--- config.mk ---
export PLATFORM = sky130hd
export DESIGN_NAME = nsbh_div
export DESIGN_NICKNAME = d
export VERILOG_FILES = /design/src/hw/rtl/nsbh_pkg.sv /design/src/hw/rtl/nsbh_div.sv
export SDC_FILE = /design/constraint.sdc
export NUM_CORES = 1
export LEC_CHECK = 0
export BUFFER_PORTS_ARGS = -buffer_cell sky130_fd_sc_hd__buf_2
export CORE_UTILIZATION = 30
export DETAILED_ROUTE_END_ITERATION = 7
export HOLD_SLACK_MARGIN = 0.06
export MAX_ROUTING_LAYER = met4
export PLACE_DENSITY = 0.51
export SLEW_MARGIN = 10
export SYNTH_ARGS = -nofsm -noshare
export SYNTH_HDL_FRONTEND = slang
export SYNTH_SLANG_ARGS = --single-unit
--- constraint.sdc ---
create_clock -name i_clk -period 4.7 [get_ports i_clk]
set_clock_uncertainty 0.1 [all_clocks]
set_input_delay 0.47 -clock i_clk [delete_from_list [all_inputs] [get_ports i_clk]]
set_output_delay 0.47 -clock i_clk [all_outputs]
set_load 0.01 [all_outputs]
--- src/hw/rtl/nsbh_pkg.sv ---
// Shared constants and types for the nearest segment box hit block.
// No dependencies; imported by every module under hw/rtl.
package nsbh_pkg;

    localparam int BOX_COUNT       = 16;
    localparam int PARAM_FRAC_BITS = 16;
    localparam int CW  = 32;
    localparam int DW  = CW + 3;
    localparam int IW  = 4;
    localparam int PW  = 17;
    localparam int TW  = PARAM_FRAC_BITS + 1;
    localparam int NW  = PARAM_FRAC_BITS + 2;
    localparam int BW  = (BOX_COUNT > 1) ? $clog2(BOX_COUNT) : 1;

    localparam logic [NW-1:0] ONE_T = NW'(1) << PARAM_FRAC_BITS;

    localparam logic ACT_WRITE = 1'b0;
    localparam logic ACT_PROBE = 1'b1;

    typedef struct packed {
        logic                        valid;
        logic                        open;
        logic signed [2:0][CW-1:0]   lo;
        logic signed [2:0][CW-1:0]   hi;
    } t_box;

endpackage

--- src/hw/rtl/nsbh_div.sv ---
// Restoring divider, one quotient bit per step, for slab parameters.
// Depends on nsbh_pkg for widths.
module nsbh_div import nsbh_pkg::*; (
    input  logic          i_clk,
    input  logic          i_load,
    input  logic          i_step,
    input  logic [DW-1:0] i_num,
    input  logic [DW-1:0] i_den,
    output logic [TW-1:0] o_quot,
    output logic          o_rem_nz
);

    logic [DW-1:0] r_rem, n_rem, w_dbl;
    logic [TW-1:0] r_quot, n_quot;
    logic          w_ge;

    always_comb begin
        w_ge   = i_num >= i_den;
        w_dbl  = {r_rem[DW-2:0], 1'b0};
        n_rem  = r_rem;
        n_quot = r_quot;
        if (i_load) begin
            n_rem  = w_ge ? i_num - i_den : i_num;
            n_quot = TW'(w_ge);
        end else if (i_step) begin
            if (w_dbl >= i_den) begin
                n_rem  = w_dbl - i_den;
                n_quot = {r_quot[TW-2:0], 1'b1};
            end else begin
                n_rem  = w_dbl;
                n_quot = {r_quot[TW-2:0], 1'b0};
            end
        end
    end

    always_ff @(posedge i_clk) begin
        r_rem  <= n_rem;
        r_quot <= n_quot;
    end

    assign o_quot   = r_quot;
    assign o_rem_nz = r_rem != '0;

endmodule

==> impl_metrics.ini <==
[floorplan]
floorplan.initialDensity_pct = 30.8
fp.dieArea_um2 = 23100
die_outline_width_um = 152
floorplan.rows = 54
core_area_um2 = 22000
die_h_um = 152
floorplan.io_pins = 91

[yosys]
instance_count_of_the_mapped_netlist = 862
asyncSetResetFlopFracSynth_pct = 0
synth_adder_area_share_pct = 13.6
synth.lib_cells_used.distinct = 71
ys_warn_count = 0
post_synth_mux_area_share_pct = 7.42
syn_nets = 1007
synth-compound-area-share_pct = 27.6
synth_register_bits = 52
most_used_flip_flop_cell_after_synthesis = sky130_fd_sc_hd__edfxtp_1
number_of_enable_flip_flop_cells_after_synthesis = 36
ys_seq_area_share_pct = 20.7
synthesis.area_per_instance_um2 = 7.84
largest_family_of_logic_cells_by_synthesized_area = compound AO/OA/AOI/OAI gates
synthSimpleGateAreaFrac_pct = 17.9
synth_area_um2 = 6760
synth_xor_area_share_pct = 7.13

[place]
gp_routability_congestion = 0.880
place.detailed.instances = 1205
port_buffers = 90
place.detailed.hpwl_um = 17600
place_area_um2 = 7480

[timing]
finalHoldViolCount = 0
post-route-min-period_ns = 4.08
post-route-period-util_pct = 86.8
timing.final.setup_violations = 0
tightestPinTransition_ns = 1.01
final.hold.worst_slack_ns = 0.395
worst_slew_slack_as_a_fraction_of_its_limit_pct = 32.8
setup_tns_ns = 0
final-max-slew-violation-count = 0
grt_setup_unrepaired = no
maxClockFrequency_ghz = 0.245

[power_and_ir_drop]
power_leakage_nw = 3.50
ir_drop_v = 0.000162
powerDensity_nw_per_um2 = 378

[critical_path]
timing_worst_setup_path_type = register to register
startpoint = r_rem[2]$_DFFE_PP_
reg2reg_slack_ns = 0.62
launch_point_of_the_worst_reg_to_reg_path = r_rem[2]$_DFFE_PP_
critical_path.endpoint_type = register
critPathArrivalTime_ns = 4.03
critical_r2r_capture = r_rem[22]$_DFFE_PP_
worst-endpoint-required_ns = 4.64
path_max_fanout = 18
startpoint_type = register
timing.reg2reg.worst_path_depth = 11
crit_path_end = r_rem[22]$_DFFE_PP_

[clock_network]
cts_max_path_buffers = 2
clk_latency_ns = 0.31
clock-sinks = 52
cts-root-buf = sky130_fd_sc_hd__clkbuf_16
cts_inserted_buffers = 5
cts_max_level = 2
post_cts_resize_count = 0
cts.hold.buffers_added = 0
post-cts-setup-buffers = 0
clk_pin_slew_ns = 0.08
tritoncts = yes

[layout]
multiInputGateArea_um2 = 4980
drive_above_1_share_pct = 13.0
fillerInstances = 2353
finish.net_count = 1077
register_area_um2 = 1400
ant_diodes = 0
final_core_utilization_pct = 34.7
final-instance-count-excl-fill = 1213
final_standard_cell_area_without_fillers_um2 = 7630
syn_to_final_growth_pct = 12.9

[global_routing]
grt_first_pass_wirelength_um = 34200
grt_use_total_pct = 19.4
globalRoute.totalOverflow = 0
pin_count_of_the_biggest_net_entering_global_routing = 38
first_global_vias = 6292
grt_antenna_before_repair = 0

[drt]
post_drt_via_cell_ratio = 5.48
via_count = 6642
wire_per_inst_um = 18.2
post-route-drc-count = 10
ant_nets = 0
detail_route.iter0.violations = 423
detail_route.wirelength_um = 22000
drt_pre_antenna_iters = 7

[flow_run]
maxCapViolCount = 0

[outcome]
violated_checks = design-rule violations
outcome = finished, violations left

[min_path]
min-delay-path-class = register to register
[cells in the mapped netlist, types with 7 or more instances]
cell type                   n  area share (%)
sky130_fd_sc_hd__o21ai_0   56             4.1
sky130_fd_sc_hd__nand2_1   65             3.6
sky130_fd_sc_hd__nor4_1    13             1.2
sky130_fd_sc_hd__inv_1     58             3.2
sky130_fd_sc_hd__mux2i_1   49             7.3
sky130_fd_sc_hd__nand4_1   16             1.5
sky130_fd_sc_hd__nor3_1    20             1.5
sky130_fd_sc_hd__ha_1      70              13
sky130_fd_sc_hd__a21oi_1   87             6.4
sky130_fd_sc_hd__o211a_1    7             1.0
sky130_fd_sc_hd__xnor2_1   24             3.1
sky130_fd_sc_hd__a21o_1    32             3.6
sky130_fd_sc_hd__nor2_1    73             4.1
sky130_fd_sc_hd__clkbuf_1  25             1.4
sky130_fd_sc_hd__xor2_1    31             4.0
sky130_fd_sc_hd__o21a_1    12             1.3
sky130_fd_sc_hd__nand2b_1   9            0.83
sky130_fd_sc_hd__or3_1      8            0.74
sky130_fd_sc_hd__a31oi_1    7            0.65
sky130_fd_sc_hd__a211oi_1  12             1.3
sky130_fd_sc_hd__edfxtp_1  36              16
sky130_fd_sc_hd__nand3_1   19             1.4
sky130_fd_sc_hd__o21bai_1   9             1.0
sky130_fd_sc_hd__dfxtp_1   16             4.7
[power breakdown]
part	internal (mW)	total, mW	switching (mW)
combinational	0.724	1.75	1.02
clock	0.203	0.404	0.201
sequential	0.635	0.735	0.0996
[metal layers]
| layer | part of all wire, % | wire length, um | global-route usage (%) | vias to the layer above |
|---|---|---|---|---|
| met5 | 0 | 0 | - | - |
| met4 | 2.5 | 546 | 6.22 | 0 |
| met3 | 3.8 | 842 | 2.14 | 30 |
| met2 | 45 | 9900 | 30.8 | 162 |
| met1 | 49 | 10700 | 25.6 | 3101 |
| li1 | - | - | - | 3349 |
[worst max-delay path, stage by stage, from the launching register on]
cell and delay, ns:
sky130_fd_sc_hd__edfxtp_1 0.44, sky130_fd_sc_hd__ha_1 0.39, sky130_fd_sc_hd__o21ai_0 0.11, sky130_fd_sc_hd__a21oi_1 0.29, sky130_fd_sc_hd__o21ai_0 0.35, sky130_fd_sc_hd__a21oi_1 0.33, sky130_fd_sc_hd__o21ai_0 0.16, sky130_fd_sc_hd__a21oi_1 0.40
sky130_fd_sc_hd__or2_2 0.59, sky130_fd_sc_hd__buf_4 0.34, sky130_fd_sc_hd__mux2i_1 0.22, sky130_fd_sc_hd__a21oi_1 0.08
[sequential cells by signal, summed over array words and instances (netlist names)]
register / flops
r_rem: 35
o_quot: 17
[cells in the final DEF, fill, tap and decap left out, types with 19 or more instances in the layout]
cell type | synthesis | layout
sky130_fd_sc_hd__ha_1 | 70 | 70
sky130_fd_sc_hd__xnor2_1 | 24 | 24
sky130_fd_sc_hd__mux2i_1 | 49 | 49
sky130_fd_sc_hd__nand3_1 | 19 | 19
sky130_fd_sc_hd__nor2_1 | 73 | 73
sky130_fd_sc_hd__nand2_1 | 65 | 65
sky130_fd_sc_hd__o21ai_0 | 56 | 56
sky130_fd_sc_hd__nor3_1 | 20 | 20
sky130_fd_sc_hd__inv_1 | 58 | 58
sky130_fd_sc_hd__a21o_1 | 32 | 32
sky130_fd_sc_hd__buf_2 | 6 | 90
sky130_fd_sc_hd__xor2_1 | 31 | 31
sky130_fd_sc_hd__edfxtp_1 | 36 | 36
sky130_fd_sc_hd__a21oi_1 | 87 | 87
[how the worst min path moves through the flow]
| stage | from | endpoint | depth (start not counted) |
|---|---|---|---|
| 6_report | o_quot[16]$_SDFFE_PP0P_ | o_quot[16]$_SDFFE_PP0P_ | 2 |
| 5_1_grt | o_quot[13]$_SDFFE_PP0P_ | o_quot[13]$_SDFFE_PP0P_ | 2 |
| 4_1_cts | o_quot[16]$_SDFFE_PP0P_ | o_quot[16]$_SDFFE_PP0P_ | 2 |
| 3_5_place_dp | o_quot[16]$_SDFFE_PP0P_ | o_quot[16]$_SDFFE_PP0P_ | 2 |
| 3_3_place_gp | o_quot[16]$_SDFFE_PP0P_ | o_quot[16]$_SDFFE_PP0P_ | 2 |
| 2_1_floorplan | o_quot[16]$_SDFFE_PP0P_ | o_quot[16]$_SDFFE_PP0P_ | 2 |
[layout make-up]
type                       instances  share of cell area [%]
inverter                          59                    2.90
timing repair buffer              99                    6.95
clock inverter                     3                   0.312
clock buffer                       5                    1.64
sequential                        52                    18.4
multi-input combinational        715                    65.2
tap                              280                    4.59
[metrics by stage]
stage,setup slack (ns),total power [mW]
2_1_floorplan,1.21,2.04
6_report,0.618,2.89
5_1_grt,0.336,3.10
3_3_place_gp,0.508,2.48
4_1_cts,0.667,2.88
3_5_place_dp,0.503,2.47
[kinds of logic (layout without fill, tap and decap cells)]
group,count (synthesis),in the layout
AO/OA/AOI/OAI,284,284
AND/OR/NAND/NOR,254,254
buffers and inverters,95,166
adder cells (fa/ha/maj),72,72
XOR/XNOR,55,55
flip-flops,52,52
multiplexers,50,50
No activity file was read; power rests on OpenSTA's default activity.
