`src/hw/rtl/nsbh_pkg.sv`:
```
// Shared constants and types for the nearest segment box hit block.
// No dependencies; imported by every module under hw/rtl.
package nsbh_pkg;

    localparam int BOX_COUNT       = 16;
    localparam int PARAM_FRAC_BITS = 16;
    localparam int CW  = 32;
    localparam int DW  = CW + 3;
    localparam int IW  = 4;
    localparam int PW  = 17;
    localparam int TW  = PARAM_FRAC_BITS + 1;
    localparam int NW  = PARAM_FRAC_BITS + 2;
    localparam int BW  = (BOX_COUNT > 1) ? $clog2(BOX_COUNT) : 1;

    localparam logic [NW-1:0] ONE_T = NW'(1) << PARAM_FRAC_BITS;

    localparam logic ACT_WRITE = 1'b0;
    localparam logic ACT_PROBE = 1'b1;

    typedef struct packed {
        logic                        valid;
        logic                        open;
        logic signed [2:0][CW-1:0]   lo;
        logic signed [2:0][CW-1:0]   hi;
    } t_box;

endpackage

```
`src/hw/rtl/nsbh_cell.sv`:
```
// One box entry of the rotating box ring.
// Depends on nsbh_pkg for t_box.
module nsbh_cell import nsbh_pkg::*; (
    input  logic i_clk,
    input  logic i_rst_n,
    input  logic i_shift,
    input  logic i_write,
    input  t_box i_next,
    input  t_box i_wdata,
    output t_box o_box
);

    t_box r_box;

    always_ff @(posedge i_clk) begin
        if (!i_rst_n) begin
            r_box.valid <= 1'b0;
        end else if (i_write) begin
            r_box <= i_wdata;
        end else if (i_shift) begin
            r_box <= i_next;
        end
    end

    assign o_box = r_box;

endmodule

```
`config.mk`:
```
export PLATFORM = sky130hd
export DESIGN_NAME = nsbh_cell
export DESIGN_NICKNAME = d
export VERILOG_FILES = /design/src/hw/rtl/nsbh_pkg.sv /design/src/hw/rtl/nsbh_cell.sv
export SDC_FILE = /design/constraint.sdc
export NUM_CORES = 1
export LEC_CHECK = 0
export BUFFER_PORTS_ARGS = -buffer_cell sky130_fd_sc_hd__buf_2
export CAP_MARGIN = 10
export CORE_AREA = 4 4 227 229
export CTS_CLUSTER_SIZE = 20
export DETAILED_ROUTE_END_ITERATION = 10
export DIE_AREA = 0 0 231 233
export HOLD_SLACK_MARGIN = 0.08
export PLACE_DENSITY = 0.38
export SYNTH_ARGS = -nofsm -noshare
export SYNTH_HDL_FRONTEND = slang
export SYNTH_SLANG_ARGS = --single-unit
```
`constraint.sdc`:
```
create_clock -name i_clk -period 9.4 [get_ports i_clk]
set_clock_uncertainty 0.2 [all_clocks]
set_input_delay 0.47 -clock i_clk [delete_from_list [all_inputs] [get_ports i_clk]]
set_output_delay 0.47 -clock i_clk [all_outputs]
set_load 0.02 [all_outputs]
```
==> results, run 1 <==
- The flow did not finish.
- The stage where the run came to a stop is clock tree synthesis.
- The first error in the log reads "[ERROR RSZ-0060] Max buffer count reached".
- In this run the cell area measured after placement is 0.0124 mm^2.
- The floorplan has 82 rows.
- For this run, the register share of the synthesized area comes to 0.664.
- Measured along the x axis, the die boundary spans 231 um.
- The number of standard cells after synthesis is 413.
- The proportion of netlist area held by the largest area contributor is 0.662.
- For this design, the sink count on the clock tree is 194.
- Post-CTS repair changed the size of 0 cells.
- For this configuration, the core starts out at a cell density of 0.176.
- In the post-synthesis netlist, the biggest area contributors are edfxtp_1 66%, mux2_4 24%, mux2_2 7.2%.
- After synthesis the netlist holds a flip-flop and latch count of 194.
- The cell type with the largest total area after synthesis is edfxtp_1.
- The mean area per synthesized cell is 21.2 um^2.
- The die is 233 um tall.
- After synthesis the cells add up to 0.00876 mm^2.
- The depth of the CTS H-tree is 4.
- Detailed placement finished with a half-perimeter wire length of 23000 um.
- Buffers inserted during clock tree synthesis total 17.
- The net count of the mapped netlist is 805.
- The clock passes through at most 2 buffers.
- Counting distinct cell types in the post-synthesis netlist gives 9.
- The post-CTS setup buffer count is 0.
- The number of port buffers is 585.
- The number of ports placed on the die boundary is 586.
- CTS placed an instance of clkbuf_16 at the clock tree root.
- Routability-driven placement finished with a final weighted congestion of 0.747.
- The number of synthesis warnings is 0.
- The cts-stage hold buffer count is 339.
-- logic make-up after synthesis --
family / synth area share
AND/OR/NAND/NOR: 0.000715
AO/OA/AOI/OAI: 0.00200
buffers and inverters: 0.0247
flip-flops: 0.664
multiplexers: 0.309
-- stage by stage --
| stage | setup WS, ns | cells | util |
|---|---|---|---|
| after detailed placement | 6.03 | 1653 | 0.249 |
| after floorplan | 3.44 | 413 | - |
| after global placement | 6.04 | 1653 | 0.249 |
-- synthesized netlist by cell type --
library cell,count
mux2_4,138
mux2_2,56
dfxtp_1,1
o21a_1,1
o211a_1,1
edfxtp_1,193
nand2b_1,1
buf_6,17
buf_2,5
==> run 2, diff against run 1 <==
--- a/config.mk
+++ b/config.mk
@@ -7,12 +7,10 @@
 export LEC_CHECK = 0
 export BUFFER_PORTS_ARGS = -buffer_cell sky130_fd_sc_hd__buf_2
 export CAP_MARGIN = 10
-export CORE_AREA = 4 4 227 229
-export CTS_CLUSTER_SIZE = 20
+export CORE_AREA = 4 4 223 225
 export DETAILED_ROUTE_END_ITERATION = 10
-export DIE_AREA = 0 0 231 233
-export HOLD_SLACK_MARGIN = 0.08
-export PLACE_DENSITY = 0.38
+export DIE_AREA = 0 0 227 229
+export PLACE_DENSITY_LB_ADDON = 0.15
 export SYNTH_ARGS = -nofsm -noshare
 export SYNTH_HDL_FRONTEND = slang
 export SYNTH_SLANG_ARGS = --single-unit
==> run 2 against run 1 <==
The run now ends clean. Synthesized cell count did not move. Synthesized area unchanged.
==> results, run 2 <==
- The flow ran to the end, and the final reports show no timing, DRC or antenna violations.
- The largest net degree at the start of global routing is 71.
- Among all flip-flop cells after synthesis, the most frequent one is edfxtp_1.
- The weighted congestion at the end of routability-driven global placement was 0.750 (+0.48%).
- The count of distinct cell types in the synthesized netlist came to 9 (unchanged).
- The worst setup path is of the in2reg kind.
- The vertical die dimension is 229 um (-1.7%).
- At the worst endpoint, the arrival time is 2.88 ns.
- The adder and majority cell fraction of the synthesized area was 0 (unchanged).
- For this run, the share of the core covered by cells in the final layout is 0.271.
- The fraction of synthesis flops using an asynchronous set or reset pin is 0 (unchanged).
- The final setup slack of the worst path is 6.41 ns.
- The category of the worst setup path launch point is an input pin.
- The cts-stage hold buffer count came to 1 (-99.7%).
- The total area inside the core boundary comes to 0.0475 mm^2.
- The post-CTS setup buffer count is 0 (unchanged).
- The worst relative slew slack is 0.313.
- The slew at the pin closest to its max-slew limit is 1.03 ns.
- After synthesis, the largest family of logic cells by area is multiplexers.
- The number of hold-slack violations in the final timing report was 0.
- The starting density of the core was 0.184 (+0.00783).
- The number of port buffers is 585 (unchanged).
- The worst-path maximum fanout is 70.
- The sum of overflow across all layers after global routing is 0.
- Leaving out fill and tap cells, the most frequent cells in the layout are 584 x buf_2, 193 x edfxtp_1, 138 x mux2_4, 56 x mux2_2, 17 x clkbuf_16.
- The area share of xor/xnor cells in the synthesized design is 0 (unchanged).
- The simple logic cell fraction of the synthesized area is 0.000714 (unchanged).
- Clock-pin slew was measured on the worst setup and hold paths at 0.07 ns.
- The setup slack after placement was 5.89 ns (-0.140 ns).
- The multi-input combinational cells in the finished layout cover a total of 0.00273 mm^2.
- Detailed routing inserted a total of 5957 vias.
- In the synthesized netlist, the cells that appear most often are 193 x edfxtp_1, 138 x mux2_4, 56 x mux2_2.
- The number of global-route vias before repair is 6369.
- The die width is 227 um (-1.7%).
- The sink count of the clock tree came to 194 (unchanged).
- The layout cell share with drive strength beyond 1 is 0.802.
- The static leakage power is 5.83 nW.
- The post-synthesis sequential element count came to 194 (unchanged).
- The tightest min-delay check is of the in2reg type.
- The compound-gate portion of the synthesized area came to 0.00200 (unchanged).
- The detail route stage leaves a number of antenna-violating nets equal to 0.
- The depth of the CTS H-tree came to 4 (unchanged).
- The tree is rooted in a clkbuf_16.
- The initial antenna violation count was 9.
- The die area is 0.0520 mm^2.
- For the worst setup path, the data required time is 9.30 ns.
- The detailed-routing iteration count for the pre-antenna-repair pass is 4.
- Dividing the detail-routed wire length by the instance count gives 17.9 um.
- The summed instance area of the synthesized netlist is 0.00876 mm^2 (unchanged).
- The largest stage delay on the critical path is 0.82 ns.
- The slowest stage of the critical path is the buf_4 cell.
- The number of synthesis warnings came to 0 (unchanged).
- The cell type with the largest total area after synthesis is edfxtp_1.
- The mean area per synthesized cell came to 21.2 um^2 (unchanged).
- By area the synthesized netlist is led by edfxtp_1 66%, mux2_4 24%, mux2_2 7.2%.
- The half-perimeter wire length of the detailed placement result is 22900 um (-0.28%).
- The portion of the clock cycle consumed by the worst path in the final layout is 0.318.
- The area taken by flip-flops and latches is 0.00582 mm^2.
- The clock buffer count from CTS is 17 (unchanged).
- The first routing iteration left 242 violations.
- The number of resized instances in the post-cts repair step is 0 (unchanged).
- TritonCTS built the clock tree.
- The worst setup path is captured at a flip-flop.
- The combined global-route utilization of all metal layers is 0.107.
- The first global-routing pass estimated 39700 um of wire.
- The total number of nets in the final design is 1393.
- The number of synthesized flops with an enable pin is 193 (unchanged).
- The number of buffers and inverters on the critical path is 3.
- The most common cell after layout, fill and taps aside is buf_2.
- The number of ports placed on the die boundary is 586 (unchanged).
- The register with the most flip-flops in the layout has 194 of them.
- The kind of cell adding the most delay to the critical path is buffers and inverters.
- The worst path in the final design needs a cycle of 2.99 ns, including I/O delays and setup.
- Timing would allow up to 0.335 GHz.
- The proportion of netlist area held by the largest area contributor is 0.662 (unchanged).
- Setup repair after global routing left no endpoint under its margin.
- Adding up every negative setup slack in the final design gives 0 ns.
- The multiplexer share of the synthesized area was 0.309 (unchanged).
- In the post-synthesis netlist, the cell with the most instances is edfxtp_1.
- The tool flagged a number of max-cap violations equal to 0.
- The worst-case clock buffer depth is 2 (unchanged).
- The sum of routed wire length over all layers is 29200 um.
- IR analysis of the VDD net gives a maximum drop of 142 uV.
- The number of standard cells after synthesis was 413 (unchanged).
- The net count of the mapped netlist is 805 (unchanged).
- From synthesis to final layout, the design area changed by 46.9%.
- For this run, design rule violations remaining after detail routing come to 0.
- The vias per cell is 3.65.
- Dividing total power by cell area gives a power density of 172 mW/mm^2.
- The number of inserted filler cells in the final layout is 4953.
- The number of cell rows was 80 (-2.4%).
- Clock latency on the worst-skew pair, taken at its later pin, is 0.47 ns.
- The number of endpoints failing setup at the final stage is 0.
- The portion of the post-synthesis area used by sequential elements was 0.664 (unchanged).
- Walking the worst path, the cells encountered are dlygate4sd3_1 -> buf_2 -> o21a_4 -> buf_4.
- The max-slew violation total from the final report is 0.
==> run 2: per-stage QoR <==
| stage | area [um^2] | hold slack [ns] | total power [mW] | instances |
|---|---|---|---|---|
| global placement | 12300 | 0.405 | 1.53 | 1596 |
| detailed placement | 12300 | 0.404 | 1.53 | 1596 |
| finish | 12900 | 0.0881 | 2.22 | 1633 |
| global route | 12900 | 0.0292 | 2.32 | 1631 |
| floorplan | 8760 | 0.403 | 1.34 | 413 |
| CTS | 12900 | 0.0128 | 2.27 | 1628 |
==> run 2: area by class of cell <==
cell class	instances	area share
tap	615	0.0598
multi-input combinational	197	0.212
antenna	5	0.000972
clock inverter	12	0.00914
timing repair buffer	591	0.232
clock buffer	19	0.0336
sequential	194	0.452
==> run 2: cell families after synthesis <==
family	Yosys count
buffers and inverters	22
muxes	194
DFF	194
AOI/OAI and AO/OA	2
and+or+nand+nor	1
==> run 2: layer usage <==
layer / GRT usage / share of wire
met3: 0.0526 / 0.10
met5: 0 / 0.00099
met2: 0.196 / 0.54
met4: 0.0382 / 0.017
met1: 0.103 / 0.34
==> run 2: power by group <==
group	switching [mW]	leakage (nW)	internal, mW
combinational	0.231	3.70	0.199
clock	0.330	0.271	0.386
sequential	0.0192	1.86	1.05
total	0.581	5.83	1.63
==> run 2: worst register-to-register path, cell delays in order (launching register included) <==
cell	delay, ns
dfxtp_1	0.31
mux2_2	0.25
o211a_1	0.20
==> run 2: final timing paths <==
kind,end,slack (ns),cells past startpoint,startpoint
setup / recovery,o_box[110],6.41,4,i_rst_n
hold / removal,o_box[107],0.09,2,i_wdata[107]
setup reg to reg,o_box[193],8.33,2,o_box[193]
hold reg to reg,o_box[193],0.42,2,o_box[193]
Note: power is estimated with default switching activity, not from simulation.
==> run 3, diff against run 2 <==
--- a/config.mk
+++ b/config.mk
@@ -5,11 +5,12 @@
 export SDC_FILE = /design/constraint.sdc
 export NUM_CORES = 1
 export LEC_CHECK = 0
+export ABC_AREA = 1
 export BUFFER_PORTS_ARGS = -buffer_cell sky130_fd_sc_hd__buf_2
 export CAP_MARGIN = 10
-export CORE_AREA = 4 4 223 225
+export CORE_AREA = 4 4 224 226
 export DETAILED_ROUTE_END_ITERATION = 10
-export DIE_AREA = 0 0 227 229
+export DIE_AREA = 0 0 228 230
 export PLACE_DENSITY_LB_ADDON = 0.15
 export SYNTH_ARGS = -nofsm -noshare
 export SYNTH_HDL_FRONTEND = slang
==> constraint.sdc (replaced) <==
create_clock -name i_clk -period 2.5 [get_ports i_clk]
set_clock_uncertainty 0.2 [all_clocks]
set_input_delay 0.125 -clock i_clk [delete_from_list [all_inputs] [get_ports i_clk]]
set_output_delay 0.125 -clock i_clk [all_outputs]
set_load 0.02 [all_outputs]
==> run 3 against run 2 <==
The flow now stops in clock tree synthesis. Synthesized area down 4.3%. Synthesized cell count grew 100%.
==> results, run 3 <==
- The run stopped with a tool error.
- The run ended at clock tree synthesis.
- The tool reported: "[ERROR RSZ-0060] Max buffer count reached".
- The number of cell rows is 81 (+1.3%).
- The half-perimeter wire length of the detailed placement result was 25600 um (+12%).
- The weighted congestion at the end of routability-driven global placement is 0.822 (+9.6%).
- The summed instance area of the synthesized netlist was 0.00838 mm^2 (-4.3%).
- The number of ports placed on the die boundary was 586 (unchanged).
- The clock buffer count from CTS is 17 (unchanged).
- The depth of the CTS H-tree is 4 (unchanged).
- The proportion of netlist area held by the largest area contributor is 0.691 (+0.0297).
- After synthesis, the cell types taking the most area are edfxtp_1 69%, nand2_1 26%, buf_6 2.4%.
- The fraction of synthesis flops using an asynchronous set or reset pin is 0 (unchanged).
- The portion of the post-synthesis area used by sequential elements is 0.694 (+0.0298).
- The tree is rooted in a clkbuf_16.
- The number of port buffers is 585 (unchanged).
- For this run, the leading register cell type out of synthesis is edfxtp_1.
- The sink count of the clock tree is 194 (unchanged).
- The cell type with the largest total area after synthesis is edfxtp_1.
- The most common cell in the synthesized netlist is nand2_1.
- The net count of the mapped netlist came to 1218 (+51%).
- The number of resized instances in the post-cts repair step is 0 (unchanged).
- The starting density of the core is 0.173 (-0.0108).
- The number of synthesized flops with an enable pin is 193 (unchanged).
- The count of distinct cell types in the synthesized netlist is 10 (+1).
- The die width is 228 um (+0.44%).
- The number of synthesis warnings was 0 (unchanged).
- The number of standard cells after synthesis is 826 (+100%).
- The post-synthesis sequential element count was 194 (unchanged).
- The commonest cells after synthesis are 582 x nand2_1, 193 x edfxtp_1, 18 x buf_6.
- The cts-stage hold buffer count is 409 (+408).
- The mean area per synthesized cell is 10.1 um^2 (-52%).
- The post-CTS setup buffer count came to 0 (unchanged).
- The worst-case clock buffer depth is 2 (unchanged).
- The vertical die dimension came to 230 um (+0.44%).
[run 3: stage by stage]
stage	setup WS, ns	instance area, um^2	TNS (ns)	cells
3_5_place_dp	0.783	11900	0	2004
3_3_place_gp	0.808	11900	0	2004
2_1_floorplan	-1.24	8400	-238.49	826
[run 3: kinds of logic after synthesis]
group,Yosys count,synth area share
and+or+nand+nor,586,0.263
DFF,194,0.694
buffers and inverters,46,0.0434
